===== config.mk =====
export PLATFORM = sky130hd
export DESIGN_NAME = chtp_ram
export DESIGN_NICKNAME = d
export VERILOG_FILES = /design/src/rtl/chtp_ram.sv
export SDC_FILE = /design/constraint.sdc
export NUM_CORES = 1
export LEC_CHECK = 0
export BUFFER_PORTS_ARGS = -buffer_cell sky130_fd_sc_hd__buf_4
export CAP_MARGIN = 5
export CORE_UTILIZATION = 60
export CTS_CLUSTER_SIZE = 40
export DETAILED_ROUTE_END_ITERATION = 8
export HOLD_SLACK_MARGIN = 0.02
export PLACE_DENSITY = 0.81
export RECOVER_POWER = 25
export SYNTH_ARGS = -nofsm -noshare
export SYNTH_HDL_FRONTEND = slang
export SYNTH_SLANG_ARGS = --single-unit

===== constraint.sdc =====
create_clock -name clk -period 1.9 [get_ports clk]
set_input_delay 0 -clock clk [delete_from_list [all_inputs] [get_ports clk]]
set_output_delay 0 -clock clk [all_outputs]
set_load 0.03 [all_outputs]

===== src/rtl/chtp_ram.sv =====
// ----------------------------------------------------------------------------
// chtp_ram
// Generic single-write, single-read RAM with registered read data.
// ----------------------------------------------------------------------------
module chtp_ram #(
  parameter int WIDTH = 8,
  parameter int DEPTH = 16
) (
  input  logic                     clk,
  input  logic                     we,
  input  logic [$clog2(DEPTH)-1:0] waddr,
  input  logic [WIDTH-1:0]         wdata,
  input  logic [$clog2(DEPTH)-1:0] raddr,
  output logic [WIDTH-1:0]         rdata
);

  logic [WIDTH-1:0] mem [DEPTH];
  logic [WIDTH-1:0] rdata_r;

  always_ff @(posedge clk) begin
    if (we) begin
      mem[waddr] <= wdata;
    end
    rdata_r <= mem[raddr];
  end

  assign rdata = rdata_r;

endmodule


==> impl_metrics.tcl <==
set metrics [dict create \
    clock-skew-final_ps 6.91 \
    cp-end-kind "flop" \
    antenna_left 0 \
    hp-class "input pin to flop" \
    insertion_delay_ps 520 \
    cp_num_buf_inv 4 \
    dr.pass1.iters 4 \
    die_area_mm2 0.00895 \
    synth-edff-count 128 \
    p_leak_uw 0.00212 \
    drt_iter0_markers 264 \
    crit_family "buffers and inverters" \
    grt_max_degree 33 \
    start_util_pct 62.3 \
    yosys_warnings 0 \
    grt.overflow.total 0 \
    synth_nets 247 \
    rows 33 \
    p_seq_share_pct 51.1 \
    sw_frac_of_total_pct 20.8 \
    synthesis.area_mm2 0.00515 \
    drcViolationCount 0 \
    peakVddDrop_uv 976 \
    cts_setup_buffers 0 \
    intPower_uw 5230 \
    grt_first_pass_wirelength_um 15200 \
    syn_to_final_growth_pct 20.0 \
    gp_congestion 0.730 \
    clkSinkCount 136 \
    grtUsageTotal_pct 25.3 \
    critPathKind "input pin to flop" \
    post-route-util_pct 74.8 \
    final-hold-violation-count 0 \
    syn-mean-instance-area_um2 22.5 \
    reg2reg_to "rdata[4]" \
    final.setup.tns_ps 0 \
    synthCells 229 \
    power_density_mw_per_mm2 1070 \
    slew_viol_final 0 \
    startpoint_type "input pin" \
    antenna_cells 0 \
    hold_end "rdata[4]" \
    final_area_mm2 0.00617 \
    fmax_ghz 0.540 \
    arrival_ps 2080 \
    core_mm2 0.00826 \
    synthTopCellsByArea "edfxtp_1 75%, mux4_2 7.9%, mux4_1 7.1%" \
    multi_input_area_mm2 0.00106 \
    final_cells 413 \
    fin_nets 313 \
    die_h_um 94.6 \
    wl_um 10200 \
    dpl-instance-area_mm2 0.00555 \
    slowest_stage "dlygate4sd3_1" \
    hold_depth 5 \
    clk_pin_slew_ps 60 \
    ioPinCount 26 \
    synth_top_area_share_pct 74.7 \
    place_hpwl_um 5880 \
    cp_max_fo 8 \
    synth_cell_type_count 19 \
    drv_cap 0 \
    die_w_um 94.6 \
    cp_common_cell "dlygate4sd3_1" \
    vias 2540 \
    tightest_slew_ps 842 \
    r2r-start "mem[3][4]" \
    pwr-share-comb_pct 5.8 \
    clock-root-buffer "clkbuf_8" \
    ys_ff_latch 136 \
    portBuffers 25 \
    critPathRequiredTime_ps 2120 \
    cts_tree "built" \
    reg2reg_depth 3 \
    ys_seq_area_share_pct 77.8 \
    wl_per_cell_um 24.7 \
    seqCellArea_mm2 0.00400 \
    cts_made_buffers 17 \
    period_share_pct 97.5 \
    synth_ff_type "edfxtp_1" \
    vias_per_cell 6.15 \
    async_reset_ff_share_pct 0 \
    first_global_vias 2615 \
    period_minus_slack_ps 1850 \
    slew_headroom_pct 43.6 \
    hold_start "raddr[3]" \
    antenna_found_initial 0 \
    finalPower_uw 6610 \
    fill_cells 452 \
    cp_cell_sequence "dlygate4sd3_1 -> buf_4 -> or3b_2 -> nor3_1 -> dlygate4sd3_1 -> buf_6" \
    status "completed" \
    slowest_delay_ps 590 \
    rsz0062_at_grt "no" \
    synth_top_area_cell "edfxtp_1" \
    clkPwrFrac_pct 43.1 \
    drive_gt1_share_pct 26.9 \
    r2r_slack_ps 460 \
    p_sw_uw 1380 \
    setup_violations 0 \
    htree_levels 4 \
    clk_path_buf_depth 2 \
    dp_cells 368 \
]
[what timing repair did]
action | 4_1_cts | 5_1_grt
hold buffers | 13 | 0
hold endpoints to repair | 163 | 0
gates resized for setup | 0 | 1
endpoints found under the setup margin | 0 | 8
[tightest hold or removal path, stage by stage]
cell	delay, ps
buf_4	90
nor2b_1	120
buf_4	180
a22oi_1	100
nand2_1	50
[power by group through the flow]
stage | Clock, uW | Sequential (uW) | Combinational [uW]
final | 2850 | 3380 | 382
after global routing | 2990 | 3380 | 410
after CTS | 2870 | 3380 | 388
after detailed placement | 0 | 3440 | 365
after global placement | 0 | 3430 | 357
after floorplan | 0 | 3470 | 170
[logic make-up after synthesis]
family / synth area share [%]
buffers and inverters: 1.68
and+or+nand+nor: 3.18
AOI/OAI and AO/OA: 2.33
muxes: 15.0
DFF: 77.8
[synthesized netlist by cell type (2+ instances only)]
| cell | count |
|---|---|
| clkdlybuf4s25_2 | 3 |
| nand3b_1 | 2 |
| mux4_1 | 14 |
| edfxtp_1 | 128 |
| buf_6 | 3 |
| mux4_2 | 18 |
| nand2b_1 | 2 |
| nand2_1 | 9 |
| nor2_1 | 13 |
| dfxtp_1 | 8 |
| a22oi_1 | 16 |
| nor3_1 | 4 |
| buf_2 | 3 |
[state kept, by name (all words and copies together), names as in the netlist]
register,flops
mem,128
rdata,8
[placed cells by master, fill, tap and decap left out]
cell type and n:
clkinv_4 1, edfxtp_1 128, mux4_2 18, nand3b_1 2, dlygate4sd3_1 13, clkbuf_16 16, and2_1 1, buf_4 36
nand3_1 1, or3b_2 1, and2b_1 1, nor3_1 4, clkinv_2 5, nand2b_1 2, nor2_1 13, nand2_1 9
bufinv_16 1, clkinv_1 3, buf_6 1, nor2b_1 1, clkbuf_1 9, clkinvlp_4 1, a22oi_1 16, dfxtp_1 8
mux4_1 14, buf_12 2, clkbuf_8 1
[area by class of cell]
| class | instances | share of cell area (%) |
|---|---|---|
| timing repair buffer | 57 | 7.62 |
| clock buffer | 21 | 6.95 |
| tap | 105 | 2.13 |
| clock inverter | 11 | 1.34 |
| multi-input combinational | 83 | 17.1 |
| sequential | 136 | 64.8 |
[worst max path at each step]
stage	start	endpoint	slack (ps)	depth (start not counted)
finish	waddr[2]	mem[0][7]	50	6
global route	waddr[2]	mem[0][1]	3	6
CTS	waddr[2]	mem[0][1]	60	6
detailed placement	raddr[0]	rdata[0]	330	5
global placement	raddr[0]	rdata[0]	370	5
floorplan	waddr[2]	mem[0][0]	410	2
[metal layers]
layer / vias to the layer above / share of wire [%] / GRT usage, %
met2: 125 / 50 / 38.6
met4: 0 / 1.7 / 10.7
met3: 17 / 8.8 / 7.73
met1: 1295 / 39 / 34.2
met5: - / 0 / 0
li1: 1103 / - / -
[through the flow]
step / setup WS [ps] / hold slack [ps]
after floorplan: 407 / 98.9
after global placement: 369 / 293
after detailed placement: 333 / 312
after CTS: 55.4 / 24.1
after global routing: 3.30 / 93.4
final: 47.8 / 47.7
No activity file was read; power rests on OpenSTA's default activity.
