--- config.mk ---
export PLATFORM = sky130hd
export DESIGN_NAME = chtp_hash
export DESIGN_NICKNAME = d
export VERILOG_FILES = /design/src/rtl/chtp_pkg.sv /design/src/rtl/chtp_hash.sv
export SDC_FILE = /design/constraint.sdc
export NUM_CORES = 1
export LEC_CHECK = 0
export ABC_AREA = 1
export BUFFER_PORTS_ARGS = -buffer_cell sky130_fd_sc_hd__buf_2
export CORE_MARGIN = 4
export CORE_UTILIZATION = 44
export CTS_CLUSTER_SIZE = 16
export DETAILED_ROUTE_END_ITERATION = 10
export GPL_TIMING_DRIVEN = 1
export PLACE_DENSITY_LB_ADDON = 0.05
export SLEW_MARGIN = 20
export SYNTH_ARGS = -nofsm -noshare
export SYNTH_HDL_FRONTEND = slang
export SYNTH_SLANG_ARGS = --single-unit
--- constraint.sdc ---
create_clock -name clk -period 5.8 [get_ports clk]
set_input_delay 1.45 -clock clk [delete_from_list [all_inputs] [get_ports clk]]
set_output_delay 1.45 -clock clk [all_outputs]
set_load 0.02 [all_outputs]
--- src/rtl/chtp_pkg.sv ---
// ----------------------------------------------------------------------------
// chtp_pkg
// Shared types, sizes and codes for the coordinate hash table probe unit.
// ----------------------------------------------------------------------------
package chtp_pkg;

  localparam int TABLE_SLOTS = 256;
  localparam int SLOT_W      = $clog2(TABLE_SLOTS);
  localparam int CNT_W       = $clog2(TABLE_SLOTS + 1);
  localparam int COORD_W     = 28;
  localparam int HASH_W      = 32;
  localparam int LIMIT_W     = 8;
  localparam int OUT_SLOT_W  = 8;

  localparam logic [7:0] LIMIT_RESET = 8'd192;

  localparam logic [HASH_W-1:0] HASH_MUL_X = 32'h9E3779B1;
  localparam logic [HASH_W-1:0] HASH_MUL_Y = 32'h85EBCA77;
  localparam logic [HASH_W-1:0] HASH_MUL_Z = 32'hC2B2AE3D;

  // opcodes
  localparam logic [1:0] OP_FIND   = 2'd0;
  localparam logic [1:0] OP_INSERT = 2'd1;
  localparam logic [1:0] OP_REMOVE = 2'd2;

  // status codes
  localparam logic [1:0] ST_FOUND    = 2'd0;
  localparam logic [1:0] ST_INSERTED = 2'd1;
  localparam logic [1:0] ST_ABSENT   = 2'd2;
  localparam logic [1:0] ST_FULL     = 2'd3;

  typedef struct packed {
    logic [COORD_W-1:0] z;
    logic [COORD_W-1:0] y;
    logic [COORD_W-1:0] x;
  } chtp_key_t;

  localparam int KEY_W = $bits(chtp_key_t);

  typedef enum logic [7:0] {
    S_IDLE     = 8'b0000_0001,
    S_HASH     = 8'b0000_0010,
    S_PROBE    = 8'b0000_0100,
    S_CMP      = 8'b0000_1000,
    S_DEL_NEXT = 8'b0001_0000,
    S_DEL_RD   = 8'b0010_0000,
    S_DEL_HASH = 8'b0100_0000,
    S_RESP     = 8'b1000_0000
  } chtp_state_t;

endpackage

--- src/rtl/chtp_hash.sv ---
// ----------------------------------------------------------------------------
// chtp_hash
// Iterative key hash: one shared 32x32 multiplier, one coordinate per cycle,
// products xor-folded into an accumulator. Home slot valid on done.
// ----------------------------------------------------------------------------
module chtp_hash (
  input  logic                      clk,
  input  logic                      rst_n,
  input  logic                      start,
  input  chtp_pkg::chtp_key_t       key,
  output logic                      done,
  output logic [chtp_pkg::SLOT_W-1:0] home
);
  import chtp_pkg::*;

  chtp_key_t         key_r, key_nxt;
  logic [HASH_W-1:0] acc_r, acc_nxt;
  logic [1:0]        step_r, step_nxt;
  logic              run_r, run_nxt;
  logic              done_r, done_nxt;

  logic [COORD_W-1:0] coord;
  logic [HASH_W-1:0]  mul_a;
  logic [HASH_W-1:0]  mul_b;
  logic [HASH_W-1:0]  prod;

  always_comb begin
    case (step_r)
      2'd0: begin
        coord = key_r.x;
        mul_b = HASH_MUL_X;
      end
      2'd1: begin
        coord = key_r.y;
        mul_b = HASH_MUL_Y;
      end
      default: begin
        coord = key_r.z;
        mul_b = HASH_MUL_Z;
      end
    endcase
  end

  // sign extend to 32 bits, keep low word of the product
  assign mul_a = {{(HASH_W-COORD_W){coord[COORD_W-1]}}, coord};
  assign prod  = mul_a * mul_b;

  always_comb begin
    key_nxt  = key_r;
    acc_nxt  = acc_r;
    step_nxt = step_r;
    run_nxt  = run_r;
    done_nxt = 1'b0;
    if (start) begin
      key_nxt  = key;
      acc_nxt  = '0;
      step_nxt = '0;
      run_nxt  = 1'b1;
    end else if (run_r) begin
      acc_nxt  = acc_r ^ prod;
      step_nxt = step_r + 2'd1;
      if (step_r == 2'd2) begin
        run_nxt  = 1'b0;
        done_nxt = 1'b1;
      end
    end
  end

  always_ff @(posedge clk) begin
    if (!rst_n) begin
      run_r  <= 1'b0;
      done_r <= 1'b0;
      step_r <= '0;
    end else begin
      run_r  <= run_nxt;
      done_r <= done_nxt;
      step_r <= step_nxt;
    end
    key_r <= key_nxt;
    acc_r <= acc_nxt;
  end

  assign done = done_r;
  assign home = acc_r[SLOT_W-1:0];

endmodule

==> impl_metrics.ini <==
[power]
p_seq_share_pct = 33.2
finalPower_uw = 957
power.density_nw_per_um2 = 307
p_leak_nw = 1.56
switching_share_pct = 35.2
power.internal_uw = 620
clockPowerShare_pct = 22.7
p_sw_uw = 337
combPwrFrac_pct = 44.1
ir_drop_v = 0.000184

[timing]
fin_crit_sh_pct = 97.0
relSlewSlack_pct = 61.2
clock.fmax_mhz = 178
tns_ps = 0
drv_slew = 0
setup_viol = 0
finalHoldViolations = 0
rsz0062_at_grt = true
fin_worst_skew_ps = 4.98
final.min_clock_period_ps = 5620
worst_pin_slew_ps = 582

[clock_tree]
cts_hold_buf = 0
cts-htree-levels = 2
path_clk_slew_ps = 70
cts_buffers = 5
cts_buffer_depth = 2
cts_tree = built
clk_latency_ps = 290
clockRootBuffer = clkbuf_8
cts.sink_count = 36

[setup_path]
slowest_stage = fa_1
cp.required_ps = 5980
crit_fanout = 4
crit_cells = 32
cp-start-kind = register
cp_slowest_stage_delay_ps = 490
arrival_ps = 5810
r2r_cells = 32
endpoint_kind = register
path_class = reg2reg
critical-path-top-delay-family = adder cells
timing.critical_path.buf_inv = 7
cp_common_cell = inv_2

[die]
dieArea_sq_um = 6700
pin_count = 96
die_h_um = 81.9
coreArea_sq_um = 5200
start_util_pct = 46.1
std_cell_rows = 26
die_w_um = 81.9

[detailed_routing]
drt-pass1-iter-count = 4
detail-route-antenna-nets = 0
via_per_inst = 4.50
wirelength_um = 4760
route.detailed.drc = 0
num_vias = 1792
drt_iter0_drc = 53
wl_per_cell_um = 12.0

[yosys]
synth_top_cell_area_share_pct = 30.0
synthDistinctLibCells = 26
synth_enable_flop_cells = 24
synthFlopType = edfxtp_1
ys_seq_area_share_pct = 40.0
ys_ff_latch = 36
yosysWarnings = 0
synth_area_leaders = edfxtp_1, ha_1, nand2_1, dfxtp_1, fa_1
synthCells = 262
async_flop_share_pct = 0
syn-cell-area_sq_um = 2400
ys_top_cells_by_count = nand2_1, inv_1, ha_1, edfxtp_1, nor2_1
synth.most_common_cell = nand2_1
syn-num-nets = 390
avgSynthCellArea_sq_um = 9.16
yosysTopAreaCell = edfxtp_1

[finish]
drive_above_1_share_pct = 34.1
n_antenna_cell = 0
fin_nets = 455
syn2layout_area_growth_pct = 30.0
nFillCells = 468

[placement]
port_buffers = 35
routabilityCongestion = 0.803
place_hpwl_um = 3640

[min_path]
hold_depth = 1
hp-class = reg2reg

[run]
cap_violations = 0

[global_routing]
gr-total-overflow = 0
grt_pass1_vias = 1735
antenna_found_initial = 0
grt_pass1_wl_um = 7800
grt_max_degree = 27
grt_usage_pct = 15.7

[status]
status = completed
## repair_timing
action	CTS	global route
pin swaps	4	29
resized for setup	17	29
setup buffers	1	6
setup endpoints to repair	1	1
## per-layer routing
metal | global-route usage, % | up-vias | share of wire (%)
li1 | - | 959 | -
met1 | 22.0 | 797 | 48
met2 | 24.2 | 28 | 46
met3 | 3.07 | 8 | 4.0
met4 | 5.48 | 0 | 1.4
met5 | 0 | - | 0
## state kept, by name (all words and copies together) (netlist names)
signal	count
key_r	24
done	1
acc_r	8
step_r	2
run_r	1
## through the flow
step	hold WS (ps)	setup WS, ps	util, %	instance area [sq um]	instances
finish	456	176	60.0	3120	398
global route	494	-97.1	60.0	3120	398
CTS	455	8.67	57.2	2980	392
detailed placement	443	-224	53.4	2780	383
global placement	436	-201	53.4	2780	383
floorplan	457	103	-	2400	262
## worst register-to-register path, delay by kind of cell (launching register included)
kind / cells / cell delay, ps
xor gates and xnor gates: 1 / 190
DFF: 1 / 340
AOI/OAI and AO/OA: 1 / 40
adders and majority gates: 11 / 3430
buffers and inverters: 7 / 560
and+or+nand+nor: 12 / 970
## logic make-up after synthesis
| group | Yosys count | synth area share (%) |
|---|---|---|
| flip-flops | 36 | 40.0 |
| AO/OA/AOI/OAI | 14 | 3.65 |
| XOR/XNOR | 7 | 2.55 |
| adder cells (fa/ha/maj) | 41 | 24.8 |
| AND/OR/NAND/NOR | 114 | 20.4 |
| buffers and inverters | 50 | 8.60 |
## worst paths after layout
path,start,endpoint,slack [ps]
worst max-delay path,step_r[0],acc_r[7],180
worst min-delay path,acc_r[6],acc_r[6],460
worst max register to register,step_r[0],acc_r[7],180
worst min register to register,acc_r[6],acc_r[6],460
## cell usage in the layout (no fill, tap or decap), types with 8 or more instances in the layout
| cell | instances |
|---|---|
| nand2_2 | 8 |
| ha_1 | 22 |
| inv_1 | 36 |
| fa_1 | 10 |
| inv_2 | 8 |
| a21oi_1 | 9 |
| buf_2 | 35 |
| nand3_1 | 11 |
| edfxtp_1 | 24 |
| nor2_1 | 15 |
| buf_4 | 22 |
| nand2_1 | 64 |
| dfxtp_1 | 10 |
## power by group through the flow
| stage | registers [mW] | logic, mW | clock network, mW |
|---|---|---|---|
| 2_1_floorplan | 0.335 | 0.235 | 0 |
| 3_3_place_gp | 0.322 | 0.341 | 0 |
| 3_5_place_dp | 0.323 | 0.345 | 0 |
| 4_1_cts | 0.317 | 0.364 | 0.225 |
| 5_1_grt | 0.321 | 0.479 | 0.242 |
| 6_report | 0.318 | 0.422 | 0.217 |
## area by class of cell
| cell class | instances | area, sq um | share of cell area [%] |
|---|---|---|---|
| multi-input cells | 176 | 1390 | 44.4 |
| flip-flops and latches | 36 | 963 | 30.9 |
| repair buffers | 62 | 397 | 12.7 |
| inverters | 46 | 175 | 5.61 |
| well taps | 70 | 87.6 | 2.81 |
| clock buffers | 5 | 68.8 | 2.21 |
| clock inverters | 3 | 42.5 | 1.36 |
No activity file was read; power rests on OpenSTA's default activity.
